**src/rtl/core/rmts_pkg.sv**
```systemverilog
`timescale 1ns / 1ps
// ----------------------------------------------------------------------------
// rmts_pkg
// Shared types and constants for the rate-monotonic task scheduler.
// ----------------------------------------------------------------------------
package rmts_pkg;

	localparam int MAX_TASKS = 16;
	localparam int ID_W     = 22;
	localparam int PER_W    = 16;
	localparam int LOAD_W   = 14;
	localparam int TICK_W   = 32;
	localparam int IDX_W    = $clog2(MAX_TASKS);	// slot index
	localparam int DIVD_W   = 30;	// compute_ms * 10000 fits in 30 bits
	localparam int DCNT_W   = 5;

	localparam logic [LOAD_W-1:0] LOAD_SCALE  = 14'd10000;
	localparam logic [LOAD_W-1:0] BOUND_RESET = 14'd6930;

	typedef enum logic [1:0] {
		MODE_SLEEPING = 2'd1,
		MODE_READY    = 2'd2,
		MODE_RUNNING  = 2'd3
	} mode_t;

	typedef enum logic [1:0] {
		REQ_REGISTER   = 2'd0,
		REQ_YIELD      = 2'd1,
		REQ_DEREGISTER = 2'd2,
		REQ_TICK       = 2'd3
	} req_t;

	typedef enum logic [2:0] {
		STAT_OK        = 3'd0,
		STAT_REFUSED   = 3'd1,
		STAT_FULL      = 3'd2,
		STAT_NOT_FOUND = 3'd3,
		STAT_BAD_PER   = 3'd4
	} status_t;

	typedef enum logic [1:0] {
		WR_ADMIT,
		WR_MODE,
		WR_SCHED,
		WR_FREE
	} wr_kind_t;

	typedef enum logic [3:0] {
		ST_IDLE,
		ST_DIV,
		ST_REG_WAIT,
		ST_REG_END,
		ST_FIND,
		ST_YLD1,
		ST_YLD2,
		ST_DSP_SCAN,
		ST_DSP_A,
		ST_DSP_B,
		ST_DONE
	} state_t;

	// packet walked down the slot chain, one cell per cycle
	typedef struct packed {
		logic                valid;
		logic                wake;
		logic [ID_W-1:0]     match_id;
		logic [TICK_W-1:0]   tick;
		logic [IDX_W-1:0]    act_idx;
		logic                free_found;
		logic [IDX_W-1:0]    free_idx;
		logic                id_found;
		logic [IDX_W-1:0]    id_idx;
		logic [PER_W-1:0]    id_period;
		logic [TICK_W-1:0]   id_deadline;
		logic                id_hasdl;
		logic [LOAD_W-1:0]   id_load;
		logic                best_found;
		logic [IDX_W-1:0]    best_idx;
		logic [PER_W-1:0]    best_period;
		logic [ID_W-1:0]     best_id;
		mode_t               act_mode;
		logic [PER_W-1:0]    act_period;
	} scan_t;

	// broadcast write into one slot
	typedef struct packed {
		logic                en;
		wr_kind_t            kind;
		logic [IDX_W-1:0]    idx;
		logic [ID_W-1:0]     ident;
		logic [PER_W-1:0]    period;
		logic [LOAD_W-1:0]   load;
		mode_t               mode;
		logic [TICK_W-1:0]   deadline;
	} wr_t;

endpackage

```
**src/rtl/core/rmts_cell.sv**
```systemverilog
`timescale 1ns / 1ps
// ----------------------------------------------------------------------------
// rmts_cell
// One task slot; updates the passing scan packet and registers it onward.
// ----------------------------------------------------------------------------
module rmts_cell import rmts_pkg::*; #(
	parameter logic [IDX_W-1:0] IDX = '0
) (
	input  logic  clk,
	input  logic  arst_n,
	input  scan_t scan_in,
	input  wr_t   wr,
	output scan_t scan_out
);

	logic              used_q;
	logic [ID_W-1:0]   ident_q;
	logic [PER_W-1:0]  period_q;
	logic [LOAD_W-1:0] load_q;
	mode_t             mode_q;
	logic [TICK_W-1:0] dl_q;
	logic              hasdl_q;

	logic  wake_now;
	mode_t mode_eff;
	logic  hit;
	scan_t nxt;
	scan_t data_q;
	logic  valid_q;

	assign hit = wr.en && (wr.idx == IDX);
	assign wake_now = scan_in.wake && used_q && (mode_q == MODE_SLEEPING) && hasdl_q &&
		(dl_q <= scan_in.tick);
	assign mode_eff = wake_now ? MODE_READY : mode_q;

	always_comb begin
		nxt = scan_in;
		if (!used_q && !scan_in.free_found) begin
			nxt.free_found = 1'b1;
			nxt.free_idx   = IDX;
		end
		if (used_q && !scan_in.id_found && (ident_q == scan_in.match_id)) begin
			nxt.id_found    = 1'b1;
			nxt.id_idx      = IDX;
			nxt.id_period   = period_q;
			nxt.id_deadline = dl_q;
			nxt.id_hasdl    = hasdl_q;
			nxt.id_load     = load_q;
		end
		// strict compare keeps the lowest slot on ties
		if (used_q && (mode_eff == MODE_READY) &&
				(!scan_in.best_found || (period_q < scan_in.best_period))) begin
			nxt.best_found  = 1'b1;
			nxt.best_idx    = IDX;
			nxt.best_period = period_q;
			nxt.best_id     = ident_q;
		end
		if (used_q && (scan_in.act_idx == IDX)) begin
			nxt.act_mode   = mode_eff;
			nxt.act_period = period_q;
		end
	end

	always_ff @(posedge clk or negedge arst_n) begin
		if (!arst_n) begin
			used_q  <= 1'b0;
			valid_q <= 1'b0;
		end else begin
			valid_q <= scan_in.valid;
			if (hit && (wr.kind == WR_ADMIT))
				used_q <= 1'b1;
			else if (hit && (wr.kind == WR_FREE))
				used_q <= 1'b0;
		end
	end

	always_ff @(posedge clk) begin
		data_q <= nxt;

		if (hit) begin
			case (wr.kind)
				WR_ADMIT: begin
					ident_q  <= wr.ident;
					period_q <= wr.period;
					load_q   <= wr.load;
					mode_q   <= MODE_SLEEPING;
					dl_q     <= '0;
					hasdl_q  <= 1'b0;
				end
				WR_MODE: mode_q <= wr.mode;
				WR_SCHED: begin
					mode_q  <= wr.mode;
					dl_q    <= wr.deadline;
					hasdl_q <= 1'b1;
				end
				default: ;
			endcase
		end else if (scan_in.valid && wake_now) begin
			mode_q <= MODE_READY;
		end
	end

	always_comb begin
		scan_out       = data_q;
		scan_out.valid = valid_q;
	end

endmodule

```
**config.mk**
```make
export PLATFORM = sky130hd
export DESIGN_NAME = rmts_cell
export DESIGN_NICKNAME = d
export VERILOG_FILES = /design/src/rtl/core/rmts_pkg.sv /design/src/rtl/core/rmts_cell.sv
export SDC_FILE = /design/constraint.sdc
export NUM_CORES = 1
export LEC_CHECK = 0
export ABC_AREA = 1
export BUFFER_PORTS_ARGS = -buffer_cell sky130_fd_sc_hd__buf_2
export CAP_MARGIN = 20
export CORE_AREA = 2 2 188 190
export CTS_CLUSTER_DIAMETER = 40
export CTS_CLUSTER_SIZE = 20
export DETAILED_ROUTE_END_ITERATION = 10
export DIE_AREA = 0 0 190 192
export PLACE_DENSITY = 0.64
export SETUP_SLACK_MARGIN = 0.05
export SYNTH_ARGS = -nofsm -noshare
export SYNTH_HDL_FRONTEND = slang
export SYNTH_SLANG_ARGS = --single-unit
```
**constraint.sdc**
```tcl
create_clock -name clk -period 2.4 [get_ports clk]
set_clock_uncertainty 0.2 [all_clocks]
set_input_delay 0.12 -clock clk [delete_from_list [all_inputs] [get_ports clk]]
set_output_delay 0.12 -clock clk [all_outputs]
set_load 0.005 [all_outputs]
```
==> results.cfg, run 1 <==
[run_status]
status = finished, violations left
violations = negative setup slack

[synthesis]
synthDominantCellAreaShare = 0.375
synth_fp_nets = 1379
synth_compound_area_frac = 0.0652
synth_seq_cells = 282
synth_adder_area_share = 0.0607
synth_cell_types = 33
netlist_top_cells_area = dfxtp_1 (37%), edfxtp_1 (25%), nand2_1 (9.5%), inv_1 (6.7%), ha_1 (6.1%)
synth_top_family_by_area = simple AND/OR/NAND/NOR gates
yosys.area_share.simple = 0.143
synth_xor_xnor_area_share = 0.00765
synth-async-reset-ratio = 0.00709
yosysSeqAreaShare = 0.633
synthCells = 1040
syn_avg_cell_area_um2 = 9.91
synthFlopType = dfxtp_1
synth_edf_count = 87
synth_area_leader_cell = dfxtp_1
synth_area_um2 = 10300
synthMuxAreaShare = 0
yosys_warnings = 0

[critical_path]
cp_common_cell = nand2_1
worst_setup_path_start_kind = register
required_ns = 2.63
slowest_delay_ns = 0.39
end_kind = register
cp_slowest_cell = edfxtp_1
path_max_fanout = 8
path_class = reg2reg
cp.arrival_ns = 2.77
crit_chain = ha_1 -> nand2_1 -> inv_2 -> nand2_1 -> nand2_1 -> nand2_1 -> nand3_2 -> a21oi_4 -> nand2_2 -> nand2_2 -> nand2_4 -> o21ai_4 -> nand3_4 -> buf_12 -> clkbuf_16 -> nand2_2 -> nand2_1

[floorplanning]
rows = 68
die_area_um2 = 36500
start_util = 0.301
die_x_um = 190
io_pins = 483
die_h_um = 192
core-area_um2 = 34300

[worst_hold_path]
hold_class = in2reg

[finish]
areaGrowthSynthToFinish_pct = 80.2
nets = 2223
num-fill-cells = 2792
drive_above_1_share = 0.365
fin_area_um2 = 18600

[global_routing]
grt_pass1_wl_mm = 57.6
grt_pass1_vias = 11100
grt_max_degree = 71
grt.total_usage = 0.206
antenna_found_initial = 0
grt_overflow = 0

[placement]
dp_hpwl_mm = 25.1
placed_area_um2 = 13500
numPortBuffers = 482
place.gp.congestion = 0.857

[timing]
timing.final.crit_share = 1.06
maxSlewViolCount = 0
max_freq_mhz = 393
rsz0062_at_grt = true
relSlewSlack = 0.640
post-route-min-period_ns = 2.54
tns_ns = -3.65
setup_ws_ns = -0.145
tightest_slew_ns = 0.540
finalHoldViolations = 0
finalSetupViolCount = 46

[clock_tree]
cts_tree = done
clk_latency_ns = 0.55
clock_path_buffers = 3
cts_sinks = 282
cts_root_buf = clkbuf_16
clk_pin_slew_ns = 0.06
numCtsBuffers = 43
htreeDepth = 2

[detailed_routing]
vias = 10700
post_drt_wl_per_cell_um = 17.0
drc = 0
drtAntennaViolNets = 0
wirelength_mm = 40.4
viasPerCell = 4.50
drt_first_pass_iters = 5
drt_iter0_drc = 555

[flow_run]
max_cap_viol_count = 0

[power]
p_leak_nw = 9.42
irDropWorstVdd_mv = 0.507
power.total_mw = 13.4
p_per_area_nw_per_um2 = 721
-- final timing paths --
| kind | start | to | slack [ns] | cells after the start |
|---|---|---|---|---|
| min in group asynchronous | arst_n | valid_q | 0.26 | 3 |
| min reg2reg | load_q[5] | scan_out[66] | 0.29 | 2 |
| max reg2reg | dl_q[18] | scan_out[19] | -0.14 | 17 |
| max in group asynchronous | arst_n | used_q | 1.59 | 3 |
| max | dl_q[18] | scan_out[19] | -0.14 | 17 |
| min | scan_in[157] | scan_out[157] | 0.03 | 2 |
-- cell usage after synthesis, drive strengths merged, types with 3 or more instances --
cell    instances
a21oi          23
buf            23
clkbuf         16
dfxtp         193
edfxtp         87
ha             50
inv           184
nand2         262
nand3          12
nand4          42
nor2           26
nor4            4
o21ai          88
o22ai           4
or2             3
xnor2           5
xor2            4
-- cell usage in the layout, fill, tap and decap left out, types with 5 or more instances in the layout --
master	instances
buf_2	482
dlygate4sd3_1	297
nand2_1	215
dfxtp_1	193
inv_1	181
edfxtp_1	87
o21ai_1	58
clkbuf_16	46
buf_4	45
nand4_1	42
ha_1	42
nand2_2	37
o21ai_0	22
nor2_1	20
a21oi_1	19
nand2_4	10
nand3_1	8
ha_4	8
buf_12	8
clkbuf_1	7
o21ai_2	6
inv_8	6
bufinv_16	6
nor2_4	5
xnor2_1	5
-- stage by stage --
stage	utilization	setup WS [ns]	hold slack (ns)	std cells
CTS	0.531	-0.159	-0.534	2365
floorplan	-	0.244	-0.376	1040
finish	0.542	-0.145	0.0337	2377
detailed placement	0.394	-0.344	-0.288	1982
global route	0.541	-0.240	0.0176	2374
global placement	0.394	-0.283	-0.292	1982
-- what timing repair did --
item | CTS | global route
pin swaps | 4 | 9
setup buffers | 7 | 7
hold endpoints to repair | 285 | 2
endpoints found under the setup margin | 47 | 64
gates resized for setup | 28 | 70
hold buffers | 295 | 2
cloned | 2 | 2
-- power breakdown --
| group | internal (mW) | switching (mW) | total [mW] | leakage, nW |
|---|---|---|---|---|
| combinational | 0.858 | 0.718 | 1.58 | 6.28 |
| sequential | 5.14 | 0.0737 | 5.22 | 2.38 |
| clock | 4.19 | 2.41 | 6.60 | 0.753 |
-- area by class of cell --
class                      count  area (um^2)  share of cell area
clock inverter                26          367              0.0197
timing repair buffer         838         5990               0.323
inverter                     184          691              0.0372
sequential                   282         6530               0.351
multi-input combinational    535         3250               0.175
antenna                        3         7.51            0.000404
clock buffer                  54         1170              0.0629
tap                          455          569              0.0307
-- sequential cells by signal, indices dropped and copies added (netlist names) --
register,count
scan_out,193
dl_q,32
ident_q,22
period_q,16
load_q,14
mode_q,2
hasdl_q,1
used_q,1
valid_q,1
-- worst max-delay path, delay by kind of cell (launching register included) --
kind | cells | cell delay, ns
AOI/OAI and AO/OA | 2 | 0.31
adders and majority gates | 1 | 0.31
buffers and inverters | 3 | 0.39
DFF | 1 | 0.39
and+or+nand+nor | 11 | 0.81
-- logic make-up after synthesis --
logic type,count (synthesis)
fa+ha+maj,50
compound gates,124
simple gates,352
buf+inv,223
flops,282
xor+xnor,9
-- routing by layer --
layer / track usage / wire [um] / vias to the layer above
met5: 0 / 0 / -
met1: 0.221 / 14900 / 4991
met2: 0.377 / 21200 / 531
li1: - / - / 5027
met3: 0.0448 / 2720 / 141
met4: 0.107 / 1600 / 0
No activity file was read; power rests on OpenSTA's default activity.
==> inputs of run 2 (changes only) <==
--- a/config.mk
+++ b/config.mk
@@ -8,12 +8,12 @@
 export ABC_AREA = 1
 export BUFFER_PORTS_ARGS = -buffer_cell sky130_fd_sc_hd__buf_2
 export CAP_MARGIN = 20
-export CORE_AREA = 2 2 188 190
+export CORE_AREA = 2 2 185 187
 export CTS_CLUSTER_DIAMETER = 40
 export CTS_CLUSTER_SIZE = 20
 export DETAILED_ROUTE_END_ITERATION = 10
-export DIE_AREA = 0 0 190 192
-export PLACE_DENSITY = 0.64
+export DIE_AREA = 0 0 187 189
+export PLACE_DENSITY = 0.65
 export SETUP_SLACK_MARGIN = 0.05
 export SYNTH_ARGS = -nofsm -noshare
 export SYNTH_HDL_FRONTEND = slang
==> constraint.sdc (replaced) <==
create_clock -name clk -period 3 [get_ports clk]
set_clock_uncertainty 0.2 [all_clocks]
set_input_delay 0.15 -clock clk [delete_from_list [all_inputs] [get_ports clk]]
set_output_delay 0.15 -clock clk [all_outputs]
set_load 0.005 [all_outputs]
==> run 2 against run 1 <==
The flow now finishes without violations. Count of clock-buffer cells in the layout is 5 lower. Combinational power shrank 28%. Die area shrank 3.1%. Final cell count is 2.4% lower.
==> results.cfg, run 2 (synthesized netlist as in run 1, its figures left out) <==
[floorplanning]
rows = 67
io_pins = 483
start_util = 0.310
die_area_um2 = 35300
core-area_um2 = 33300
die_h_um = 189
die_x_um = 187

[critical_path]
cp_slowest_cell = edfxtp_1
crit_chain = ha_1 -> nand2_1 -> inv_1 -> nand2_1 -> nand2_1 -> nand2_1 -> nand3_1 -> a21oi_1 -> nand2_1 -> nand2_1 -> nand2_1 -> buf_4 -> o21ai_0
path_max_fanout = 3
cp.arrival_ns = 2.76
path_class = reg2reg
critPathTopFamily = simple AND/OR/NAND/NOR gates
required_ns = 3.02
path_buf_inv = 2
worst_setup_path_start_kind = register
slowest_delay_ns = 0.44
end_kind = register
cp_common_cell = nand2_1

[power]
p_leak_nw = 9.01
p_per_area_nw_per_um2 = 577
irDropWorstVdd_mv = 0.474

[detailed_routing]
wirelength_mm = 38.6
drt_first_pass_iters = 5
post_drt_wl_per_cell_um = 16.6
viasPerCell = 4.51
vias = 10500
drt_iter0_drc = 562
drc = 0
drtAntennaViolNets = 0

[clock_tree]
cts_tree = done
numCtsBuffers = 43
post_cts_buffers = 0
cts_root_buf = clkbuf_16
cts_sinks = 282
clk_latency_ns = 0.55
htreeDepth = 2
clock_path_buffers = 3
clk_pin_slew_ns = 0.05

[timing]
tightest_slew_ns = 0.805
max_freq_mhz = 364
setup_ws_ns = 0.252
post-route-min-period_ns = 2.75
finalHoldViolations = 0
tns_ns = 0
relSlewSlack = 0.463
timing.final.crit_share = 0.916
rsz0062_at_grt = false
finalSetupViolCount = 0
maxSlewViolCount = 0

[global_routing]
antenna_found_initial = 7
grt_overflow = 0
grt.total_usage = 0.213
grt_pass1_vias = 11100
grt_max_degree = 72
grt_pass1_wl_mm = 58.4

[placement]
numPortBuffers = 482
place.gp.congestion = 0.847
dp_hpwl_mm = 24.8
placement.setup.worst_slack_ns = 0.324

[finish]
largest_reg_flops = 193
areaGrowthSynthToFinish_pct = 70.2
nets = 2171
num-fill-cells = 2779
layout_common_cells = buf_2 (482), dlygate4sd3_1 (291), nand2_1 (262)
final_common_cell = buf_2
utilization = 0.527
drive_above_1_share = 0.314

[flow_run]
max_cap_viol_count = 0

[worst_hold_path]
hold_class = in2reg

[run_status]
status = complete, no violations
[run 2: stage by stage]
step	cells	total power [mW]	cell area [um^2]	hold slack [ns]
floorplan	1040	4.55	10300	-0.346
global placement	1944	5.03	13200	-0.245
detailed placement	1944	5.05	13200	-0.243
CTS	2314	10.2	17500	0.00491
global route	2320	10.5	17500	0.0407
finish	2320	10.1	17500	0.0616
[run 2: final cells by class]
class,count,area [um^2],share of cell area
Antenna cell,6,15.0,0.000856
Timing Repair Buffer,786,5460,0.311
Tap cell,448,561,0.0319
Clock buffer,49,1160,0.0662
Clock inverter,30,241,0.0138
Inverter,184,691,0.0394
Multi-Input combinational cell,535,2890,0.165
Sequential cell,282,6530,0.372
[run 2: final timing paths]
kind,start,to,slack [ns],cells after the start
setup / recovery,dl_q[19],mode_q[1],0.25,13
hold / removal,scan_in[137],scan_out[137],0.06,2
setup reg to reg,dl_q[19],mode_q[1],0.25,13
hold reg to reg,load_q[8],scan_out[69],0.30,2
max in group asynchronous,arst_n,used_q,2.16,3
min in group asynchronous,arst_n,valid_q,0.28,3
[run 2: layer usage]
layer | share of wire | GRT usage | wire, um
met1 | 0.36 | 0.221 | 13900
met2 | 0.52 | 0.389 | 20000
met3 | 0.075 | 0.0521 | 2880
met4 | 0.049 | 0.129 | 1890
met5 | 0.00026 | 0 | 10
[run 2: worst reg2reg max path, delay by kind of cell (launching register included)]
family | cells | cell delay [ns]
AND/OR/NAND/NOR | 8 | 0.63
adder cells (fa/ha/maj) | 1 | 0.32
buffers and inverters | 2 | 0.20
flip-flops | 1 | 0.44
AO/OA/AOI/OAI | 2 | 0.63
[run 2: repair_timing]
item / CTS / global route
hold endpoints to repair: 285 / 0
gates resized for setup: 0 / 0
hold buffers: 291 / 0
[run 2: where the power goes]
| group | total (mW) | internal (mW) | switching [mW] |
|---|---|---|---|
| Combinational | 1.14 | 0.623 | 0.519 |
| Sequential | 4.18 | 4.11 | 0.0614 |
| Clock | 4.82 | 2.86 | 1.95 |
| Total | 10.1 | 7.60 | 2.53 |
==> inputs of run 3 (changes only) <==
==> constraint.sdc (replaced) <==
create_clock -name clk -period 3.5 [get_ports clk]
set_clock_uncertainty 0.2 [all_clocks]
set_input_delay 0.175 -clock clk [delete_from_list [all_inputs] [get_ports clk]]
set_output_delay 0.175 -clock clk [all_outputs]
set_load 0.005 [all_outputs]
==> run 3 against run 2 <==
Critical path depth rose by 2. Sequential cell count unchanged. Die area unchanged. Final cell count is the same. Combinational power fell by 15%. Via count down 1.4%.
==> results.cfg, run 3 (synthesized netlist as in run 1, its figures left out) <==
[critical_path]
worst_setup_path_start_kind = register
r2r_slack_ns = 0.59
r2r-end = scan_out[22]
path_max_fanout = 38
cp.arrival_ns = 3.19
required_ns = 3.78
reg2reg_depth = 15
end_kind = register
path_class = reg2reg
r2r_start = dl_q[19]

[finish]
nets = 2169
utilization = 0.531
fin_area_um2 = 17700
drive_above_1_share = 0.314
areaGrowthSynthToFinish_pct = 71.4
layout_common_cells = buf_2 (482), dlygate4sd3_1 (291), nand2_1 (262)
largest_reg_flops = 193
final_common_cell = buf_2
num-fill-cells = 2807

[clock_tree]
cts_tree = done
clock_path_buffers = 3
cts_sinks = 282
numCtsBuffers = 45
post_cts_buffers = 0
clk_pin_slew_ns = 0.06
htreeDepth = 2
cts_root_buf = clkbuf_16
clk_latency_ns = 0.57

[timing]
finalSetupViolCount = 0
maxSlewViolCount = 0
tns_ns = 0
post-route-min-period_ns = 2.91
tightest_slew_ns = 1.02
max_freq_mhz = 343
timing.final.crit_share = 0.833
rsz0062_at_grt = false
relSlewSlack = 0.317
finalHoldViolations = 0

[power]
p_leak_nw = 9.06
p_per_area_nw_per_um2 = 512
irDropWorstVdd_mv = 0.382

[global_routing]
grt_overflow = 0
antenna_found_initial = 2
grt_pass1_wl_mm = 58.7
grt_pass1_vias = 11100
grt.total_usage = 0.213
grt_max_degree = 71

[floorplanning]
die_area_um2 = 35300
core-area_um2 = 33300
die_h_um = 189
io_pins = 483
rows = 67
die_x_um = 187
start_util = 0.310

[detailed_routing]
drt_first_pass_iters = 5
drc = 0
post_drt_wl_per_cell_um = 16.6
vias = 10300
viasPerCell = 4.45
wirelength_mm = 38.5
drtAntennaViolNets = 0
drt_iter0_drc = 488

[placement]
placed_area_um2 = 13200
dp_hpwl_mm = 25.0
place.gp.congestion = 0.843
numPortBuffers = 482

[worst_hold_path]
min_to = scan_out[189]
hold_class = in2reg
holdCritStartpoint = scan_in[189]
hold_depth = 2

[run_status]
status = complete, no violations

[flow_run]
max_cap_viol_count = 0
[run 3: worst max path at each step]
| stage | startpoint | end | slack (ns) | depth (start not counted) |
|---|---|---|---|---|
| after floorplan | wr[89] | ident_q[0] | 0.09 | 4 |
| after global placement | dl_q[18] | scan_out[41] | 0.74 | 15 |
| after detailed placement | dl_q[27] | scan_out[50] | 0.69 | 13 |
| after CTS | dl_q[27] | scan_out[50] | 0.66 | 13 |
| after global routing | dl_q[23] | scan_out[22] | 0.39 | 12 |
| final | dl_q[19] | scan_out[22] | 0.59 | 15 |
[run 3: what timing repair did]
action / in CTS / in global routing
endpoints found under the setup margin: 0 / 0
gates resized for setup: 0 / 0
hold buffers: 291 / 0
endpoints found under the hold margin: 285 / 0
[run 3: cell type report]
class / count / area (um^2) / area share
flip-flops and latches: 282 / 6530 / 0.369
diodes: 5 / 12.5 / 0.000708
multi-input cells: 535 / 2890 / 0.164
clock inverters: 31 / 310 / 0.0176
repair buffers: 782 / 5430 / 0.307
well taps: 448 / 561 / 0.0317
clock buffers: 53 / 1250 / 0.0707
inverters: 184 / 691 / 0.0391
[run 3: power breakdown]
part,leakage (nW),switching [mW],internal (mW),total [mW]
clock network,0.762,1.73,2.77,4.50
registers,2.38,0.0512,3.53,3.58
logic,5.92,0.442,0.532,0.974
[run 3: metal layers]
layer	wire, um	part of all wire	vias to the layer above	track usage
met4	1650	0.043	0	0.107
met5	0	0	-	0
met3	2260	0.059	124	0.0480
met2	19700	0.51	414	0.385
li1	-	-	4928	-
met1	14900	0.39	4849	0.234
[run 3: through the flow]
step                cells  power, mW  hold slack, ns  worst slack, ns
floorplan            1040       3.90          -0.321           0.0896
global placement     1939       4.31          -0.219            0.738
detailed placement   1939       4.33          -0.214            0.694
CTS                  2314       9.10          0.0248            0.663
global route         2317       9.39          0.0561            0.386
finish               2320       9.06          0.0699            0.586
[run 3: critical path: stages (launching register included)]
cell	delay, ns
edfxtp_1	0.41
ha_1	0.31
nand2_1	0.07
inv_1	0.05
nand2_1	0.06
nand2_1	0.05
nand2_1	0.06
nand3_1	0.07
a21oi_1	0.36
nand2_1	0.10
nand2_1	0.09
nand2_1	0.14
o21ai_4	0.10
buf_4	0.44
nand4_1	0.18
nand2_1	0.12
