[config.mk]
export PLATFORM = sky130hd
export DESIGN_NAME = rmts_div
export DESIGN_NICKNAME = d
export VERILOG_FILES = /design/src/rtl/core/rmts_pkg.sv /design/src/rtl/core/rmts_div.sv
export SDC_FILE = /design/constraint.sdc
export NUM_CORES = 1
export LEC_CHECK = 0
export BUFFER_PORTS_ARGS = -buffer_cell sky130_fd_sc_hd__buf_4
export CORE_AREA = 10 10 91 93
export DETAILED_ROUTE_END_ITERATION = 6
export DIE_AREA = 0 0 101 103
export PLACE_DENSITY = 0.82
export SLEW_MARGIN = 20
export SYNTH_ARGS = -nofsm -noshare
export SYNTH_HDL_FRONTEND = slang
export SYNTH_SLANG_ARGS = --single-unit
[constraint.sdc]
create_clock -name clk -period 6.27 [get_ports clk]
set_input_delay 1.5675 -clock clk [delete_from_list [all_inputs] [get_ports clk]]
set_output_delay 1.5675 -clock clk [all_outputs]
set_load 0.005 [all_outputs]
[src/rtl/core/rmts_pkg.sv]
`timescale 1ns / 1ps
// ----------------------------------------------------------------------------
// rmts_pkg
// Shared types and constants for the rate-monotonic task scheduler.
// ----------------------------------------------------------------------------
package rmts_pkg;

	localparam int MAX_TASKS = 16;
	localparam int ID_W     = 22;
	localparam int PER_W    = 16;
	localparam int LOAD_W   = 14;
	localparam int TICK_W   = 32;
	localparam int IDX_W    = $clog2(MAX_TASKS);	// slot index
	localparam int DIVD_W   = 30;	// compute_ms * 10000 fits in 30 bits
	localparam int DCNT_W   = 5;

	localparam logic [LOAD_W-1:0] LOAD_SCALE  = 14'd10000;
	localparam logic [LOAD_W-1:0] BOUND_RESET = 14'd6930;

	typedef enum logic [1:0] {
		MODE_SLEEPING = 2'd1,
		MODE_READY    = 2'd2,
		MODE_RUNNING  = 2'd3
	} mode_t;

	typedef enum logic [1:0] {
		REQ_REGISTER   = 2'd0,
		REQ_YIELD      = 2'd1,
		REQ_DEREGISTER = 2'd2,
		REQ_TICK       = 2'd3
	} req_t;

	typedef enum logic [2:0] {
		STAT_OK        = 3'd0,
		STAT_REFUSED   = 3'd1,
		STAT_FULL      = 3'd2,
		STAT_NOT_FOUND = 3'd3,
		STAT_BAD_PER   = 3'd4
	} status_t;

	typedef enum logic [1:0] {
		WR_ADMIT,
		WR_MODE,
		WR_SCHED,
		WR_FREE
	} wr_kind_t;

	typedef enum logic [3:0] {
		ST_IDLE,
		ST_DIV,
		ST_REG_WAIT,
		ST_REG_END,
		ST_FIND,
		ST_YLD1,
		ST_YLD2,
		ST_DSP_SCAN,
		ST_DSP_A,
		ST_DSP_B,
		ST_DONE
	} state_t;

	// packet walked down the slot chain, one cell per cycle
	typedef struct packed {
		logic                valid;
		logic                wake;
		logic [ID_W-1:0]     match_id;
		logic [TICK_W-1:0]   tick;
		logic [IDX_W-1:0]    act_idx;
		logic                free_found;
		logic [IDX_W-1:0]    free_idx;
		logic                id_found;
		logic [IDX_W-1:0]    id_idx;
		logic [PER_W-1:0]    id_period;
		logic [TICK_W-1:0]   id_deadline;
		logic                id_hasdl;
		logic [LOAD_W-1:0]   id_load;
		logic                best_found;
		logic [IDX_W-1:0]    best_idx;
		logic [PER_W-1:0]    best_period;
		logic [ID_W-1:0]     best_id;
		mode_t               act_mode;
		logic [PER_W-1:0]    act_period;
	} scan_t;

	// broadcast write into one slot
	typedef struct packed {
		logic                en;
		wr_kind_t            kind;
		logic [IDX_W-1:0]    idx;
		logic [ID_W-1:0]     ident;
		logic [PER_W-1:0]    period;
		logic [LOAD_W-1:0]   load;
		mode_t               mode;
		logic [TICK_W-1:0]   deadline;
	} wr_t;

endpackage

[src/rtl/core/rmts_div.sv]
`timescale 1ns / 1ps
// ----------------------------------------------------------------------------
// rmts_div
// Restoring divider, one quotient bit per cycle.
// ----------------------------------------------------------------------------
module rmts_div import rmts_pkg::*; (
	input  logic              clk,
	input  logic              arst_n,
	input  logic              start,
	input  logic [DIVD_W-1:0] dividend,
	input  logic [PER_W-1:0]  divisor,
	output logic              done,
	output logic [DIVD_W-1:0] quotient
);

	logic              busy_q;
	logic              done_q;
	logic [DCNT_W-1:0] cnt_q;
	logic [PER_W:0]    rem_q;
	logic [DIVD_W-1:0] quo_q;
	logic [PER_W-1:0]  dvs_q;

	logic [PER_W:0] rem_sh;
	logic [PER_W:0] diff;
	logic           ge;

	assign rem_sh = {rem_q[PER_W-1:0], quo_q[DIVD_W-1]};
	assign ge     = rem_sh >= {1'b0, dvs_q};
	assign diff   = rem_sh - {1'b0, dvs_q};

	always_ff @(posedge clk or negedge arst_n) begin
		if (!arst_n) begin
			busy_q <= 1'b0;
			done_q <= 1'b0;
			cnt_q  <= '0;
		end else if (start) begin
			busy_q <= 1'b1;
			done_q <= 1'b0;
			cnt_q  <= '0;
		end else if (busy_q) begin
			cnt_q <= cnt_q + 1'b1;
			if (cnt_q == DCNT_W'(DIVD_W - 1)) begin
				busy_q <= 1'b0;
				done_q <= 1'b1;
			end
		end
	end

	always_ff @(posedge clk) begin
		if (start) begin
			quo_q <= dividend;
			rem_q <= '0;
			dvs_q <= divisor;
		end else if (busy_q) begin
			quo_q <= {quo_q[DIVD_W-2:0], ge};
			rem_q <= ge ? diff : rem_sh;
		end
	end

	assign done     = done_q;
	assign quotient = quo_q;

endmodule

==> results.sh, run 1 <==
export IMPL_finalHoldViolations=0
export IMPL_syn2layout_area_growth_pct=21.9
export IMPL_synth_seq_cells=69
export IMPL_max_cap_violations=0
export IMPL_synth_area_leader_cell="edfxtp_1"
export IMPL_async_flop_share=0.101
export IMPL_fin_crit_sh=0.526
export IMPL_htreeDepth=3
export IMPL_cp_data_required_time_ns=6.27
export IMPL_worst_pin_slew_ns=0.811
export IMPL_cts_resized=0
export IMPL_synthDistinctLibCells=49
export IMPL_n_fill_cell=478
export IMPL_syn_area_um2=3730
export IMPL_drt_wl_total_um=8340
export IMPL_yosysWarnings=0
export IMPL_max_clock_freq_mhz=303
export IMPL_grt_pass1_vias=2826
export IMPL_core_um2=6570
export IMPL_drv_slew=0
export IMPL_holdCritPathClass="reg2reg"
export IMPL_wl_per_cell_um=16.7
export IMPL_critPathKind="in2reg"
export IMPL_powerDensity_nw_per_um2=231
export IMPL_ioPinCount=80
export IMPL_start_kind="primary input"
export IMPL_dp_cells=484
export IMPL_place_gp_congestion=0.859
export IMPL_synth_area_top_cells="edfxtp_1 37%, mux2_2 9.1%, dfxtp_1 8.6%"
export IMPL_clk_latency_ns=0.36
export IMPL_cts_setup_buffers=0
export IMPL_syn_inst=340
export IMPL_clockRootBuffer="clkbuf_8"
export IMPL_drive_gt1_frac=0.312
export IMPL_ctsHoldBuffers=0
export IMPL_final_cell_mix="79 x buf_4, 46 x edfxtp_1, 37 x nor2_1"
export IMPL_first_pass_iters=4
export IMPL_cts_sinks=69
export IMPL_io_buffer_count=79
export IMPL_vias_per_cell=5.63
export IMPL_synth_edf_count=46
export IMPL_layout_min_cycle_time_ns=3.30
export IMPL_postRouteAntennaNets=0
export IMPL_syn_nets=408
export IMPL_die_x_um=101
export IMPL_clkSlewWorstSetupHoldPaths_ns=0.08
export IMPL_dieArea_um2=10400
export IMPL_arrival_ns=3.30
export IMPL_fin_skew_ns=0.0136
export IMPL_tns_ns=0
export IMPL_synth_top_area_frac=0.370
export IMPL_vdd_drop_max_mv=0.167
export IMPL_vias=2813
export IMPL_drc=0
export IMPL_numCtsBuffers=9
export IMPL_diodes=0
export IMPL_grt_start_max_net_pins=69
export IMPL_ys_seq_area_frac=0.503
export IMPL_max_clock_path_buffers=2
export IMPL_rsz0062_at_grt="no"
export IMPL_setup_viol=0
export IMPL_grt_usage=0.166
export IMPL_synth_top_flop_cell="edfxtp_1"
export IMPL_placement_rows=30
export IMPL_fin_cells=500
export IMPL_crit_path_end_kind="register"
export IMPL_post_dp_hpwl_um=6030
export IMPL_start_util=0.568
export IMPL_first_iter_violations=157
export IMPL_status="complete, no violations"
export IMPL_syn_area_per_cell_um2=11.0
export IMPL_final_common_cell="buf_4"
export IMPL_overflow=0
export IMPL_antenna_found_initial=0
export IMPL_grt_pass1_wl_um=13600
export IMPL_power_leakage_nw=1.87
export IMPL_die_h_um=103
export IMPL_nNetsFinal=483
export IMPL_relSlewSlack=0.459
export IMPL_cts_tree="done"
export IMPL_crit_fanout=68
## routing by layer
layer,vias up,global-route usage,wire [µm]
met2,70,0.281,4210
met1,1326,0.190,3560
met3,17,0.0422,358
met4,0,0.0836,205
met5,-,0,0
li1,1400,-,-
## final cells by class
type | count | area [µm²] | area share
sequential | 69 | 1880 | 0.413
tap | 80 | 100 | 0.0220
clock inverter | 6 | 63.8 | 0.0140
inverter | 25 | 93.8 | 0.0206
clock buffer | 10 | 128 | 0.0281
timing repair buffer | 79 | 593 | 0.130
multi-input combinational | 231 | 1690 | 0.372
## kinds of logic after synthesis
group / synth area share
simple gates: 0.115
compound gates: 0.137
flops: 0.503
buf+inv: 0.0443
mux: 0.107
fa+ha+maj: 0.0658
xor+xnor: 0.0282
## stage by stage
stage	total power, W	util	setup WS, ns	area [µm²]	hold WS [ns]
after detailed placement	0.000701	0.663	2.59	4350	0.500
after global placement	0.000695	0.662	2.25	4350	0.493
after global routing	0.00110	0.692	2.82	4550	0.527
after CTS	0.00106	0.692	2.97	4540	0.511
final	0.00105	0.692	2.97	4550	0.508
after floorplan	0.000624	-	3.21	3730	0.477
## where the power goes
part | switching [W] | leakage, nW | internal [W]
Combinational | 0.0000683 | 1.08 | 0.0000847
Clock | 0.000175 | 0.0939 | 0.000183
Sequential | 0.0000174 | 0.696 | 0.000521
## final timing paths
check                                        from  cells after the start  slack (ns)                      to
max                                         start                      3        2.97  quotient[20]$_DFFE_PP_
min                         rem_q[6]$_SDFFE_PP0P_                      2        0.51   rem_q[7]$_SDFFE_PP0P_
max reg2reg                quotient[29]$_DFFE_PP_                      8        3.51   rem_q[9]$_SDFFE_PP0P_
min reg2reg                 rem_q[6]$_SDFFE_PP0P_                      2        0.51   rem_q[7]$_SDFFE_PP0P_
max in group asynchronous                  arst_n                      1        5.14        busy_q$_DFF_PN0_
min in group asynchronous                  arst_n                      1        1.00    cnt_q[2]$_DFFE_PN0P_
## sequential cells by signal, summed over array words and instances, names as in the netlist
name,flops
busy_q,1
quotient,30
cnt_q,5
rem_q,16
done,1
dvs_q,16
## cell usage after synthesis, types with 3 or more instances
cell type	number
edfxtp_1	46
nor2_1	37
mux2_2	30
inv_1	23
nand2_1	19
ha_1	18
a21oi_1	17
dfxtp_1	16
o21ai_0	13
a211oi_1	11
clkbuf_1	10
nand3_1	9
nand2b_1	8
dfrtp_1	7
xnor2_1	7
mux2i_1	6
a311oi_1	5
o21ai_1	5
xor2_1	5
nand4_1	4
a41oi_1	3
buf_2	3
nor3_1	3
## worst max-delay path, cell delays in order
cell      delay (ns)
buf_4           0.59
clkinv_1        0.43
nand2_2         0.65
No activity file was read; power rests on OpenSTA's default activity.
==> inputs of run 2 (changes only) <==
--- a/config.mk
+++ b/config.mk
@@ -5,11 +5,12 @@
 export SDC_FILE = /design/constraint.sdc
 export NUM_CORES = 1
 export LEC_CHECK = 0
+export ABC_AREA = 1
 export BUFFER_PORTS_ARGS = -buffer_cell sky130_fd_sc_hd__buf_4
-export CORE_AREA = 10 10 91 93
+export CORE_AREA = 10 10 96 98
 export DETAILED_ROUTE_END_ITERATION = 6
-export DIE_AREA = 0 0 101 103
-export PLACE_DENSITY = 0.82
+export DIE_AREA = 0 0 106 108
+export PLACE_DENSITY = 0.76
 export SLEW_MARGIN = 20
 export SYNTH_ARGS = -nofsm -noshare
 export SYNTH_HDL_FRONTEND = slang
==> constraint.sdc (replaced) <==
create_clock -name clk -period 3.1 [get_ports clk]
set_input_delay 0.775 -clock clk [delete_from_list [all_inputs] [get_ports clk]]
set_output_delay 0.775 -clock clk [all_outputs]
set_load 0.005 [all_outputs]
==> results.sh, run 2 <==
export IMPL_status="complete, no violations"
export IMPL_die_x_um=106
export IMPL_rrSetupSlack_ns=0.99
export IMPL_p_sw_frac=0.393
export IMPL_synth_top_area_frac=0.352
export IMPL_async_flop_share=0.101
export IMPL_p_clk_frac=0.219
export IMPL_critPathKind="reg2reg"
export IMPL_vias_per_cell=4.98
export IMPL_finalPower_w=0.00371
export IMPL_final_cell_mix="210 x nand2_1, 83 x buf_4, 71 x inv_1"
export IMPL_first_iter_violations=177
export IMPL_slowest_stage="ha_1"
export IMPL_ys_top_cells_by_count="210 x nand2_1, 71 x inv_1, 46 x edfxtp_1"
export IMPL_max_clock_freq_mhz=474
export IMPL_r2r_end="rem_q[4]$_SDFFE_PP0P_"
export IMPL_reg2reg_from="dvs_q[9]$_DFFE_PP_"
export IMPL_htreeDepth=3
export IMPL_largest_reg_flops=30
export IMPL_finalHoldViolations=0
export IMPL_cp_data_required_time_ns=3.34
export IMPL_syn_area_per_cell_um2=7.82
export IMPL_setup_viol=0
export IMPL_vdd_drop_max_mv=0.358
export IMPL_cts_sinks=69
export IMPL_fin_crit_sh=0.681
export IMPL_rsz0062_at_grt="no"
export IMPL_holdWs_ns=0.237
export IMPL_synth_area_leader_cell="edfxtp_1"
export IMPL_max_cap_violations=0
export IMPL_ioPinCount=80
export IMPL_diodes=0
export IMPL_seqPwrFrac=0.339
export IMPL_final_common_cell="nand2_1"
export IMPL_synth_edf_count=46
export IMPL_ff2ff_path_depth=11
export IMPL_numCtsBuffers=9
export IMPL_place_area_um2=4610
export IMPL_power_leakage_nw=2.54
export IMPL_yosysWarnings=0
export IMPL_fin_skew_ns=0.00869
export IMPL_drc=0
export IMPL_syn_area_um2=3920
export IMPL_syn_inst=502
export IMPL_synth_top_flop_cell="edfxtp_1"
export IMPL_wl_per_cell_um=14.4
export IMPL_fin_util=0.649
export IMPL_grt_pass1_wl_um=16700
export IMPL_max_clock_path_buffers=2
export IMPL_synth_seq_cells=69
export IMPL_overflow=0
export IMPL_worst_pin_slew_ns=0.785
export IMPL_postRouteAntennaNets=0
export IMPL_ctsHoldBuffers=0
export IMPL_core_um2=7450
export IMPL_synthDistinctLibCells=35
export IMPL_tns_ns=0
export IMPL_clkSlewWorstSetupHoldPaths_ns=0.07
export IMPL_p_int_w=0.00225
export IMPL_arrival_ns=2.35
export IMPL_nNetsFinal=653
export IMPL_drv_slew=0
export IMPL_grt_usage=0.179
export IMPL_drive_gt1_frac=0.188
export IMPL_start_util=0.527
export IMPL_crit_top_cell="nand2_1"
export IMPL_synth_area_top_cells="edfxtp_1 35%, nand2_1 20%, dfxtp_1 8.2%"
export IMPL_place_gp_congestion=0.934
export IMPL_n_fill_cell=657
export IMPL_placement_rows=32
export IMPL_clk_latency_ns=0.34
export IMPL_ys_seq_area_frac=0.478
export IMPL_yosysMostFrequentCell="nand2_1"
export IMPL_syn2layout_area_growth_pct=23.1
export IMPL_cts_tree="done"
export IMPL_cpPeakStageDelay_ns=0.36
export IMPL_dieArea_um2=11400
export IMPL_crit_path_end_kind="register"
export IMPL_die_h_um=108
export IMPL_antenna_found_initial=0
export IMPL_start_kind="register"
export IMPL_post_dp_hpwl_um=7710
export IMPL_post_route_cell_area_um2=4830
export IMPL_drt_wl_total_um=9990
export IMPL_powerDensity_nw_per_um2=767
export IMPL_grt_start_max_net_pins=39
export IMPL_cts_setup_buffers=0
export IMPL_clockRootBuffer="clkbuf_8"
export IMPL_io_buffer_count=79
export IMPL_p_switching_w=0.00146
export IMPL_holdCritPathClass="in2async"
export IMPL_syn_nets=570
export IMPL_relSlewSlack=0.476
export IMPL_pwr_share_comb=0.442
export IMPL_vias=3445
export IMPL_layout_min_cycle_time_ns=2.11
export IMPL_first_pass_iters=5
export IMPL_grt_pass1_vias=3481
export IMPL_cts_resized=0
export IMPL_crit_fanout=18
export IMPL_path_cells="inv_1 > ha_1 > nand2_1 > nor2_2 > nand4_1 > nand2_1 > nor2_4 > nand2_4 > nand2_1 > nand3_1 > o21ai_0"
run 2: power groups by stage:
stage               combinational, W  clock (W)  sequential, W
finish                       0.00164   0.000810        0.00126
global route                 0.00188   0.000861        0.00127
floorplan                    0.00123          0        0.00125
CTS                          0.00163   0.000822        0.00126
detailed placement           0.00162          0        0.00127
global placement             0.00157          0        0.00127
run 2: critical path, delay by kind of cell (launching register included):
kind,cells,cell delay (ns)
fa+ha+maj,1,0.36
flops,1,0.33
buf+inv,1,0.04
compound gates,1,0.09
simple gates,8,1.17
run 2: logic make-up after synthesis:
logic type / share of synthesized area
simple gates: 0.315
compound gates: 0.0440
xor+xnor: 0.0134
fa+ha+maj: 0.0625
buf+inv: 0.0864
flops: 0.478
run 2: cell type report:
type                       instances  area, µm²  area share
clock inverter                     4       72.6      0.0150
timing repair buffer              83        623       0.129
sequential                        69       1880       0.389
tap                              102        128      0.0264
multi-input combinational        348       1710       0.354
clock buffer                      12        145      0.0300
inverter                          74        278      0.0575
run 2: worst max-delay path by stage:
stage	from	end	slack (ns)	cells after the start
after floorplan	quotient[29]$_DFFE_PP_	rem_q[14]$_SDFFE_PP0P_	1.29	11
after global placement	quotient[29]$_DFFE_PP_	rem_q[14]$_SDFFE_PP0P_	1.08	11
after detailed placement	start	rem_q[4]$_SDFFE_PP0P_	1.01	6
after CTS	dvs_q[9]$_DFFE_PP_	rem_q[4]$_SDFFE_PP0P_	1.01	11
after global routing	quotient[29]$_DFFE_PP_	rem_q[14]$_SDFFE_PP0P_	0.77	11
final	dvs_q[9]$_DFFE_PP_	rem_q[4]$_SDFFE_PP0P_	0.99	11
run 2: routing by layer:
| metal | vias to the layer above | global-route usage | wire (µm) |
|---|---|---|---|
| met2 | 143 | 0.280 | 4440 |
| met1 | 1539 | 0.225 | 4410 |
| li1 | 1752 | - | - |
| met5 | - | 0 | 0 |
| met4 | 0 | 0.0551 | 163 |
| met3 | 11 | 0.0690 | 983 |
run 2: stage by stage:
stage,setup WS [ns],instances
after floorplan,1.29,502
after global placement,1.08,676
after detailed placement,1.01,676
after CTS,1.01,692
after global routing,0.773,692
final,0.990,692
==> inputs of run 3 (changes only) <==
==> constraint.sdc (replaced) <==
create_clock -name clk -period 2.1 [get_ports clk]
set_input_delay 0.525 -clock clk [delete_from_list [all_inputs] [get_ports clk]]
set_output_delay 0.525 -clock clk [all_outputs]
set_load 0.005 [all_outputs]
==> results.sh, run 3 (synthesis results as in run 2) <==
export IMPL_syn2layout_area_growth_pct=28.3
export IMPL_tns_ns=0
export IMPL_grt_usage=0.185
export IMPL_n_fill_cell=652
export IMPL_pwr_share_comb=0.467
export IMPL_die_h_um=108
export IMPL_p_clk_frac=0.210
export IMPL_r2r_end="rem_q[6]$_SDFFE_PP0P_"
export IMPL_first_iter_violations=212
export IMPL_p_switching_w=0.00229
export IMPL_holdCritPathClass="in2reg"
export IMPL_p_int_w=0.00348
export IMPL_vias=3528
export IMPL_max_clock_path_buffers=2
export IMPL_cts_sinks=69
export IMPL_max_cap_violations=0
export IMPL_wl_per_cell_um=14.6
export IMPL_drive_gt1_frac=0.225
export IMPL_reg2reg_from="dvs_q[4]$_DFFE_PP_"
export IMPL_first_pass_iters=5
export IMPL_p_sw_frac=0.396
export IMPL_numCtsBuffers=9
export IMPL_min_path_cells=1
export IMPL_setup_viol=0
export IMPL_grt_start_max_net_pins=37
export IMPL_crit_path_end_kind="register"
export IMPL_worst_slack_ns=0.178
export IMPL_vias_per_cell=5.00
export IMPL_post_place_ws_ns=0.0912
export IMPL_placement_rows=32
export IMPL_overflow=0
export IMPL_critPathKind="reg2reg"
export IMPL_post_dp_hpwl_um=7870
export IMPL_holdWs_ns=0.345
export IMPL_powerDensity_nw_per_um2=1150
export IMPL_start_kind="register"
export IMPL_fin_skew_ns=0.0137
export IMPL_clkSlewWorstSetupHoldPaths_ns=0.09
export IMPL_layout_min_cycle_time_ns=1.92
export IMPL_drt_wl_total_um=10300
export IMPL_htreeDepth=3
export IMPL_multiInputGateArea_um2=1770
export IMPL_hold_start="divisor[6]"
export IMPL_grt_pass1_vias=3582
export IMPL_cp_data_required_time_ns=2.34
export IMPL_finalPower_w=0.00577
export IMPL_largest_reg_flops=30
export IMPL_io_buffer_count=79
export IMPL_place_area_um2=4690
export IMPL_crit_fanout=8
export IMPL_relSlewSlack=0.764
export IMPL_vdd_drop_max_mv=0.473
export IMPL_cts_tree="done"
export IMPL_drc=0
export IMPL_place_gp_congestion=0.961
export IMPL_start_util=0.527
export IMPL_final_cell_mix="208 x nand2_1, 94 x buf_4, 71 x inv_1"
export IMPL_status="complete, no violations"
export IMPL_seq_area_um2=1880
export IMPL_postRouteAntennaNets=0
export IMPL_drv_slew=0
export IMPL_clockRootBuffer="clkbuf_8"
export IMPL_power_leakage_nw=2.60
export IMPL_antenna_found_initial=0
export IMPL_ioPinCount=80
export IMPL_seqPwrFrac=0.323
export IMPL_arrival_ns=2.17
export IMPL_final_common_cell="nand2_1"
export IMPL_max_clock_freq_mhz=520
export IMPL_die_x_um=106
export IMPL_worst_pin_slew_ns=0.355
export IMPL_post_route_cell_area_um2=5030
export IMPL_ff2ff_path_depth=13
export IMPL_grt_pass1_wl_um=17100
export IMPL_nNetsFinal=667
export IMPL_fin_crit_sh=0.915
export IMPL_core_um2=7450
export IMPL_finalHoldViolations=0
export IMPL_dieArea_um2=11400
export IMPL_clk_latency_ns=0.35
export IMPL_min_to="dvs_q[6]$_DFFE_PP_"
export IMPL_diodes=0
export IMPL_rrSetupSlack_ns=0.18
run 3: changes by cell type in the layout (fill, tap and decap cells not counted), moves of 2 or more:
cell,delta
buf_12,+2
nor2_1,-2
clkbuf_1,-2
nand2_8,+2
nand2_2,+2
buf_4,+11
nor2_2,+2
ha_1,-2
nand2_1,-2
nand2_4,-2
inv_6,+2
run 3: critical path: stages, from the launching register on:
cell	delay (ns)
edfxtp_1	0.36
inv_1	0.08
ha_1	0.29
nand2_2	0.12
inv_1	0.04
nand2_1	0.07
nand2_1	0.06
nand2_1	0.12
nand3_4	0.11
nand2_8	0.13
buf_4	0.16
nand3b_1	0.11
nand3_1	0.10
nand2_1	0.05
run 3: repair_timing:
action / 4_1_cts / 5_1_grt
setup buffers: 0 / 5
endpoints found under the setup margin: 0 / 17
hold buffers: 1 / 0
gates resized for setup: 0 / 13
endpoints found under the hold margin: 7 / 0
run 3: stage by stage:
stage | utilization | instances
finish | 0.676 | 706
global route | 0.676 | 706
CTS | 0.660 | 701
detailed placement | 0.629 | 684
global placement | 0.629 | 684
floorplan | - | 502
run 3: power groups by stage:
stage | clock (W) | combinational [W] | sequential [W]
after global placement | 0 | 0.00244 | 0.00188
final | 0.00121 | 0.00269 | 0.00186
after global routing | 0.00128 | 0.00304 | 0.00189
after floorplan | 0 | 0.00182 | 0.00184
after detailed placement | 0 | 0.00248 | 0.00188
after CTS | 0.00124 | 0.00250 | 0.00186
run 3: how the worst max path moves through the flow:
| stage | from | end | slack (ns) | cells after the start |
|---|---|---|---|---|
| after floorplan | quotient[29]$_DFFE_PP_ | rem_q[14]$_SDFFE_PP0P_ | 0.29 | 11 |
| after global placement | quotient[29]$_DFFE_PP_ | rem_q[8]$_SDFFE_PP0P_ | 0.14 | 11 |
| after detailed placement | quotient[29]$_DFFE_PP_ | rem_q[14]$_SDFFE_PP0P_ | 0.09 | 11 |
| after CTS | quotient[29]$_DFFE_PP_ | rem_q[14]$_SDFFE_PP0P_ | 0.06 | 11 |
| after global routing | quotient[29]$_DFFE_PP_ | rem_q[12]$_SDFFE_PP0P_ | -0.003 | 13 |
| final | dvs_q[4]$_DFFE_PP_ | rem_q[6]$_SDFFE_PP0P_ | 0.18 | 13 |
run 3: layout make-up:
class / instances / share of cell area
sequential: 69 / 0.373
multi-input combinational: 348 / 0.352
timing repair buffer: 97 / 0.150
inverter: 74 / 0.0552
tap: 102 / 0.0254
clock buffer: 9 / 0.0246
clock inverter: 7 / 0.0194
run 3: per-layer routing:
metal	routed length (µm)	GRT usage
met5	0	0
met3	966	0.0732
met1	4410	0.224
met4	188	0.0745
met2	4720	0.292
